$ cat config.mk
export PLATFORM = sky130hd
export DESIGN_NAME = lavm_scale
export DESIGN_NICKNAME = d
export VERILOG_FILES = /design/src/rtl/lavm_pkg.sv /design/src/rtl/lavm_scale.sv
export SDC_FILE = /design/constraint.sdc
export NUM_CORES = 1
export LEC_CHECK = 0
export BUFFER_PORTS_ARGS = -buffer_cell sky130_fd_sc_hd__clkbuf_2
export CAP_MARGIN = 20
export CORE_ASPECT_RATIO = 0.8
export CORE_MARGIN = 4
export CORE_UTILIZATION = 25
export CTS_CLUSTER_SIZE = 30
export DETAILED_ROUTE_END_ITERATION = 10
export PLACE_DENSITY_LB_ADDON = 0.12
export SLEW_MARGIN = 20
export SYNTH_ARGS = -nofsm -noshare
export SYNTH_HDL_FRONTEND = slang
export SYNTH_SLANG_ARGS = --single-unit
$ cat constraint.sdc
create_clock -name clk -period 7.8 [get_ports clk]
set_input_delay 1.17 -clock clk [delete_from_list [all_inputs] [get_ports clk]]
set_output_delay 1.17 -clock clk [all_outputs]
set_load 0.01 [all_outputs]
$ cat src/rtl/lavm_pkg.sv
// Package for the look-at view matrix pipeline.
// Holds the fixed-point widths and stage counts used by the scale, unit and top modules.
// No dependencies.
package lavm_pkg;

    localparam int COORD_BITS_DEF = 32;
    localparam int NORM_BITS      = 30;
    localparam int AXIS_BITS      = 32;
    localparam int SQ_BITS        = 2 * NORM_BITS;
    localparam int SUM_BITS       = SQ_BITS + 2;
    localparam int Q_BITS         = NORM_BITS + 1;
    localparam int REM_BITS       = Q_BITS + 2;
    localparam int PROD_BITS      = 64;
    localparam int SCALE_LAT      = 2;
    localparam int SQRT_LAT       = 31;
    localparam int DIV_LAT        = 31;
    localparam int UNIT_LAT       = SCALE_LAT + 2 + SQRT_LAT + DIV_LAT;

    typedef logic signed [AXIS_BITS-1:0] axis_t;

endpackage

$ cat src/rtl/lavm_scale.sv
// Block scaler: brings the largest magnitude of a 3-vector to bit 29.
// Two stages, leading-one search then shift. Depends on lavm_pkg.
module lavm_scale #(
    parameter int IN_W = 33
) (
    input  logic                                 clk,
    input  logic                                 en,
    input  logic signed [IN_W-1:0]               vec [3],
    output logic [lavm_pkg::NORM_BITS-1:0]       mag [3],
    output logic [2:0]                           neg
);
    import lavm_pkg::*;

    localparam int PW  = $clog2(IN_W);
    localparam int TOP = NORM_BITS - 1;
    localparam int WW  = IN_W + NORM_BITS;

    logic [IN_W-1:0]      mag_next [3];
    logic [IN_W-1:0]      mag_reg [3];
    logic [2:0]           neg_next;
    logic [2:0]           neg_reg;
    logic [2:0]           neg_out_reg;
    logic [PW-1:0]        pos_next;
    logic [PW-1:0]        pos_reg;
    logic [IN_W-1:0]      all_bits;
    logic [NORM_BITS-1:0] out_next [3];
    logic [NORM_BITS-1:0] out_reg [3];

    always_comb
    begin
        all_bits = '0;
        for (int i = 0; i < 3; i++)
        begin
            neg_next[i] = vec[i][IN_W-1];
            mag_next[i] = vec[i][IN_W-1] ? IN_W'(-vec[i]) : IN_W'(vec[i]);
            all_bits    = all_bits | mag_next[i];
        end
        pos_next = '0;
        for (int b = 0; b < IN_W; b++)
        begin
            if (all_bits[b])
            begin
                pos_next = PW'(b);
            end
        end
    end

    always_comb
    begin
        logic [WW-1:0] wide;
        for (int i = 0; i < 3; i++)
        begin
            wide = WW'(mag_reg[i]);
            if (int'(pos_reg) >= TOP)
            begin
                wide = wide >> (int'(pos_reg) - TOP);
            end
            else
            begin
                wide = wide << (TOP - int'(pos_reg));
            end
            out_next[i] = wide[NORM_BITS-1:0];
        end
    end

    always_ff @(posedge clk)
    begin
        if (en)
        begin
            mag_reg     <= mag_next;
            neg_reg     <= neg_next;
            pos_reg     <= pos_next;
            out_reg     <= out_next;
            neg_out_reg <= neg_reg;
        end
    end

    assign mag = out_reg;
    assign neg = neg_out_reg;
endmodule

==> out/metrics.cfg, run 1 <==
[outcome]
status = complete, no violations

[global_route]
antenna_found_initial = 4
top_usage_layer = met2
grtUsageMet1_pct = 34.4
grtUsageTotal_pct = 23.6
met2_usage_pct = 36.1
grt_max_degree = 127
grt_pass1_wl_mm = 136
use_met3_pct = 3.66
grt_pass1_vias = 17567
overflow = 0

[yosys]
synth_cell_types = 77
synth_simple_gate_area_share_pct = 18.0
synth-edff-count = 201
avgSynthCellArea_sq_um = 8.76
syn_inst = 2112
synth-seq-area-share_pct = 32.6
synth_mux_area_share_pct = 18.1
synth_top_family_by_area = compound AO/OA/AOI/OAI gates
ys_async_sr_fraction_pct = 0
synth_fp_nets = 2221
synthXorXnorAreaFrac_pct = 4.64
synthAdderAreaFrac_pct = 0.541
synth-seq-cells = 201
yosys_warnings = 0
synth_ff_type = edfxtp_1
synth-compound-area-share_pct = 21.1
synth.cell_area_sq_um = 18500

[detailed_routing]
drcViolationCount = 0
wl_per_cell_microns = 30.4
via_count = 18793
viasPerCell = 5.94
drtPass1Iterations = 5
dr.first_iter.drc_count = 2478
ant_nets = 0
drt-total-wl_mm = 96.2

[clock_network]
clk_latency_ns = 0.57
cts.path.max_buffers = 3
cts_buffers = 26
h-tree-depth = 1
path_clk_slew_ns = 0.07
cts_resized = 0
ctsHoldBuffers = 0
root_buffer = clkbuf_16
clock_sinks = 201
cts_tree = done
postCtsSetupBuffers = 0

[sta]
hold_viol = 0
setup_viol = 0
tightest_slew_ns = 1.18
skew_ns = 0.0296
fmax_mhz = 198
fin_crit_sh_pct = 64.9
hold_slack_ns = 0.407
fin_setup_tns_ns = 0
maxSlewViolCount = 0
rsz0062_at_grt = false
fin_crit_ns = 5.06
max_slew_margin_pct = 20.9

[finish]
final_common_cell = nand2_1
drive_above_1_share_pct = 20.2
final_cell_mix = nand2_1, nor2_1, edfxtp_1, clkbuf_2, o21ai_0
fin_nets = 2306
synthToLayoutAreaGrowth_pct = 15.9
largest_reg_flops = 189
fillers = 7754

[setup_path]
crit_family = compound AO/OA/AOI/OAI gates
crit_type = flop to flop
cp.arrival_ns = 5.31
path_buf_inv = 4
max_stage_delay_ns = 0.70
crit_slowest_cell = o22ai_1
startpoint_type = flop
setup.worst_path.end_class = flop
path_cells = buf_12 > inv_1 > buf_4 > ha_4 > nor2_1 > a21o_2 > buf_4 > nand2_1 > mux2i_1 > nor2_1 > a211oi_1 > a21oi_1 > o22ai_1
critPathRequiredTime_ns = 8.05
cp_max_fo = 126

[pwr]
peakVddDrop_v = 0.000138
p_per_area_nw_per_um2 = 209
p_leak_nw = 7.79
power.total_mw = 4.49

[floorplan]
die_h_microns = 251
dieWidth_microns = 312
core-area_sq_um = 72700
ioPinCount = 194
rows = 88
start_util_pct = 25.5
dieArea_sq_um = 78500

[min_path]
hp-class = flop to flop

[placement]
gp_congestion = 0.942
port_buffers = 193
hpwl_mm = 74.0

[run]
drv_cap = 0

## area by class of cell
cell class / instances / area (sq um) / share of cell area [%]
multi-input cells: 1667 / 11700 / 54.6
flip-flops and latches: 201 / 6040 / 28.1
repair buffers: 239 / 1360 / 6.33
well taps: 945 / 1180 / 5.51
clock buffers: 29 / 683 / 3.19
clock inverters: 18 / 233 / 1.09
inverters: 62 / 233 / 1.09
diodes: 2 / 5.00 / 0.0233
## report_power, final
part           switching, mW  leakage, nW  internal [mW]  total [mW]
sequential             0.140         2.03           1.33        1.47
clock                  0.492        0.437          0.795        1.29
combinational           1.15         5.32          0.579        1.73
## per-layer routing
layer / routed length (microns) / vias up
met3: 8030 / 138
met2: 41800 / 1038
li1: - / 8222
met1: 43000 / 9393
met5: 13 / -
met4: 3270 / 2
## worst reg2reg max path, delay by kind of cell (launching register included)
family | cells | cell delay [ns]
simple gates | 3 | 0.78
fa+ha+maj | 1 | 0.30
compound gates | 4 | 1.54
mux | 1 | 0.25
flops | 1 | 0.38
buf+inv | 4 | 1.52
## cell families (layout without fill, tap and decap cells)
family                     count (synthesis)  after routing
adders and majority gates                  8              8
xor gates and xnor gates                  98             98
other                                      0              2
and+or+nand+nor                          726            726
DFF                                      201            201
muxes                                    248            248
buffers and inverters                    244            348
AOI/OAI and AO/OA                        587            587
## Yosys cell counts, drive strengths merged (16+ instances only)
| cell | n | share of area (%) |
|---|---|---|
| nor2 | 213 | 4.3 |
| a211oi | 30 | 1.2 |
| nor3 | 49 | 1.3 |
| xor2 | 38 | 1.8 |
| mux2 | 46 | 2.8 |
| o21ai | 154 | 4.2 |
| o41ai | 38 | 2.0 |
| o221ai | 16 | 0.76 |
| o211ai | 63 | 2.6 |
| o22ai | 45 | 1.5 |
| nor4 | 17 | 0.76 |
| nand3 | 81 | 2.2 |
| mux2i | 137 | 7.4 |
| xnor2 | 60 | 2.8 |
| inv | 61 | 1.2 |
| or3 | 33 | 1.2 |
| a21oi | 101 | 2.7 |
| clkbuf | 135 | 2.7 |
| buf | 47 | 1.0 |
| a31oi | 23 | 0.78 |
| mux4 | 65 | 7.9 |
| edfxtp | 201 | 33 |
| nand2 | 256 | 5.2 |
| o31ai | 26 | 1.1 |
## path summary, 6_finish.rpt
kind / startpoint / to / depth (start not counted) / slack (ns)
worst max-delay path: pos_reg[0]$_SDFFCE_PP0P_ / mag[45]$_DFFE_PP_ / 13 / 2.74
worst min-delay path: neg_reg[2]$_DFFE_PP_ / neg[2]$_DFFE_PP_ / 0 / 0.41
worst max register to register: pos_reg[0]$_SDFFCE_PP0P_ / mag[45]$_DFFE_PP_ / 13 / 2.74
worst min register to register: neg_reg[2]$_DFFE_PP_ / neg[2]$_DFFE_PP_ / 0 / 0.41
## metrics by stage
stage	utilization (%)	cell area (sq um)	setup slack, ns	cells
2_1_floorplan	-	18500	3.64	2112
3_3_place_gp	28.2	20500	2.70	3114
3_5_place_dp	28.2	20500	2.95	3114
4_1_cts	29.5	21400	2.95	3161
5_1_grt	29.5	21400	2.66	3161
6_report	29.5	21400	2.74	3163
No activity file was read; power rests on OpenSTA's default activity.
==> run 2, diff against run 1 <==
--- a/config.mk
+++ b/config.mk
@@ -5,6 +5,7 @@
 export SDC_FILE = /design/constraint.sdc
 export NUM_CORES = 1
 export LEC_CHECK = 0
+export ABC_AREA = 1
 export BUFFER_PORTS_ARGS = -buffer_cell sky130_fd_sc_hd__clkbuf_2
 export CAP_MARGIN = 20
 export CORE_ASPECT_RATIO = 0.8
==> constraint.sdc (replaced) <==
create_clock -name clk -period 4.1 [get_ports clk]
set_input_delay 0.615 -clock clk [delete_from_list [all_inputs] [get_ports clk]]
set_output_delay 0.615 -clock clk [all_outputs]
set_load 0.01 [all_outputs]
==> run 2 against run 1 <==
Effect of this change: clock skew decreased by 0.012 ns; area after synthesis is 1.6% lower; register-to-register slack got worse by 2.5 ns; die area is 1.6% lower; utilization rose by 0.27 points; setup slack worse by 2.5 ns; design area grew 0.13%; critical path depth grew 1; power up 79%.
==> out/metrics.cfg, run 2 <==
[clock_network]
postCtsSetupBuffers = 0
path_clk_slew_ns = 0.06
cts.path.max_buffers = 3
root_buffer = clkbuf_16
cts_tree = done
cts_buffers = 25
h-tree-depth = 1
cts_resized = 0
clk_latency_ns = 0.56
ctsHoldBuffers = 0
clock_sinks = 201

[yosys]
synth.cell_area_sq_um = 18200
synth-edff-count = 201
synth_ff_type = edfxtp_1
synth_fp_nets = 2859
yosys_warnings = 0
netlist.area_leader.share_pct = 33.2
yosysMostFrequentCell = nand2_1
syn_inst = 2750
yosysTopAreaCell = edfxtp_1
ys_async_sr_fraction_pct = 0
avgSynthCellArea_sq_um = 6.62
synth-seq-area-share_pct = 33.2
synth_common_cells = nand2_1, o21ai_0, a21oi_1
synth_cell_types = 61
synth-seq-cells = 201
synth.area.top_cells = edfxtp_1, nand2_1, o21ai_0, a21oi_1, nor2_1

[setup_path]
cp_max_fo = 10
path_cells = inv_2 > ha_2 > nor2_1 > inv_1 > nor2_1 > nor2_4 > inv_1 > nand2_1 > o21ai_0 > nand2_1 > o21ai_0 > o21ai_0 > o22ai_1 > buf_4
cp.arrival_ns = 4.16
crit_family = compound AO/OA/AOI/OAI gates
crit_slowest_cell = o21ai_0
max_stage_delay_ns = 0.86
path_buf_inv = 4
cp_common_cell = o21ai_0
startpoint_type = flop
critPathRequiredTime_ns = 4.41
setup.worst_path.end_class = flop
crit_type = flop to flop

[floorplan]
die_h_microns = 249
dieWidth_microns = 310
core-area_sq_um = 72100
ioPinCount = 194
start_util_pct = 25.2
dieArea_sq_um = 77200
rows = 88

[detailed_routing]
viasPerCell = 5.23
drt-total-wl_mm = 98.8
dr.first_iter.drc_count = 2160
via_count = 20109
drtPass1Iterations = 5
wl_per_cell_microns = 25.7
drcViolationCount = 0
ant_nets = 0

[sta]
skew_ns = 0.0178
hold_slack_ns = 0.265
maxSlewViolCount = 0
hold_viol = 0
tightest_slew_ns = 1.08
max_slew_margin_pct = 27.0
setup_viol = 0
fmax_mhz = 260
fin_setup_tns_ns = 0
rsz0062_at_grt = false
fin_crit_sh_pct = 93.9
fin_crit_ns = 3.85

[pwr]
p_comb_share_pct = 40.2
switching_share_pct = 42.2
p_per_area_nw_per_um2 = 374
p_switching_mw = 3.39
power_frac_clock_pct = 27.0
seqPwrFrac_pct = 32.8
intPower_mw = 4.64
p_leak_nw = 9.06
peakVddDrop_v = 0.000280

[global_route]
grt_max_degree = 105
antenna_found_initial = 3
grt_pass1_vias = 19363
overflow = 0
grtUsageTotal_pct = 25.0
grt_pass1_wl_mm = 141

[run]
drv_cap = 0

[finish]
synthToLayoutAreaGrowth_pct = 17.9
fin_nets = 2991
fillers = 7978
final_cell_mix = nand2_1, o21ai_0, a21oi_1, edfxtp_1, clkbuf_2
drive_above_1_share_pct = 15.0
final_common_cell = nand2_1
finalCoreUtilization_pct = 29.8
largest_reg_flops = 189

[min_path]
hp-class = input pin to flop

[outcome]
status = complete, no violations

[placement]
port_buffers = 193
gp_congestion = 0.982
hpwl_mm = 80.1

[run 2: changes by cell type after synthesis, sizes merged, moves of 43 or more]
cell / previous run / this run
mux2i: 137 / 26
o21ai: 154 / 336
inv: 61 / 199
nand3: 81 / 124
nand2: 256 / 931
a21oi: 101 / 225
mux2: 46 / 0
mux4: 65 / 0
[run 2: final timing paths]
check | slack, ns | depth (start not counted) | end | startpoint
worst min-delay path | 0.27 | 1 | mag_reg[0]$_DFFE_PP_ | vec[0]
worst max register to register | 0.25 | 14 | mag[50]$_DFFE_PP_ | pos_reg[1]$_SDFFCE_PP0P_
worst max-delay path | 0.25 | 14 | mag[50]$_DFFE_PP_ | pos_reg[1]$_SDFFCE_PP0P_
worst min register to register | 0.42 | 0 | neg[0]$_DFFE_PP_ | neg_reg[0]$_DFFE_PP_
[run 2: cell families (layout without fill, tap and decap cells)]
| family | count (synthesis) | count (layout) | synth area share, % |
|---|---|---|---|
| buf+inv | 390 | 539 | 8.09 |
| flops | 201 | 201 | 33.2 |
| xor+xnor | 71 | 71 | 3.50 |
| mux | 26 | 26 | 1.43 |
| compound gates | 735 | 735 | 22.9 |
| other cells | 0 | 4 | 0 |
| simple gates | 1319 | 1319 | 30.3 |
| fa+ha+maj | 8 | 8 | 0.550 |
[run 2: power groups by stage]
stage	sequential (mW)	clock [mW]	combinational, mW
detailed placement	2.69	0	3.14
global route	2.66	2.35	3.47
finish	2.64	2.17	3.23
global placement	2.68	0	3.16
floorplan	2.67	0	1.62
CTS	2.65	2.26	3.15
[run 2: cell type report]
| type | instances | area (sq um) | area share (%) |
|---|---|---|---|
| timing repair buffer | 291 | 1950 | 9.07 |
| clock buffer | 30 | 644 | 3.00 |
| tap | 945 | 1180 | 5.51 |
| antenna | 4 | 10.0 | 0.0466 |
| clock inverter | 14 | 146 | 0.682 |
| inverter | 204 | 766 | 3.57 |
| sequential | 201 | 6040 | 28.1 |
| multi-input combinational | 2159 | 10700 | 50.0 |
[run 2: stage by stage]
stage	instances	area, sq um	setup slack, ns	power [mW]
final	3848	21500	0.251	8.03
after global routing	3844	21500	0.0968	8.47
after CTS	3844	21500	0.477	8.06
after detailed placement	3800	20700	0.300	5.83
after global placement	3800	20700	0.318	5.85
after floorplan	2750	18200	0.615	4.29
[run 2: layer usage]
metal	global-route usage [%]	part of all wire, %	up-vias
li1	-	-	9601
met1	33.8	44	9548
met2	37.2	42	819
met3	8.18	9.4	141
met4	8.81	4.1	0
met5	0	0	-
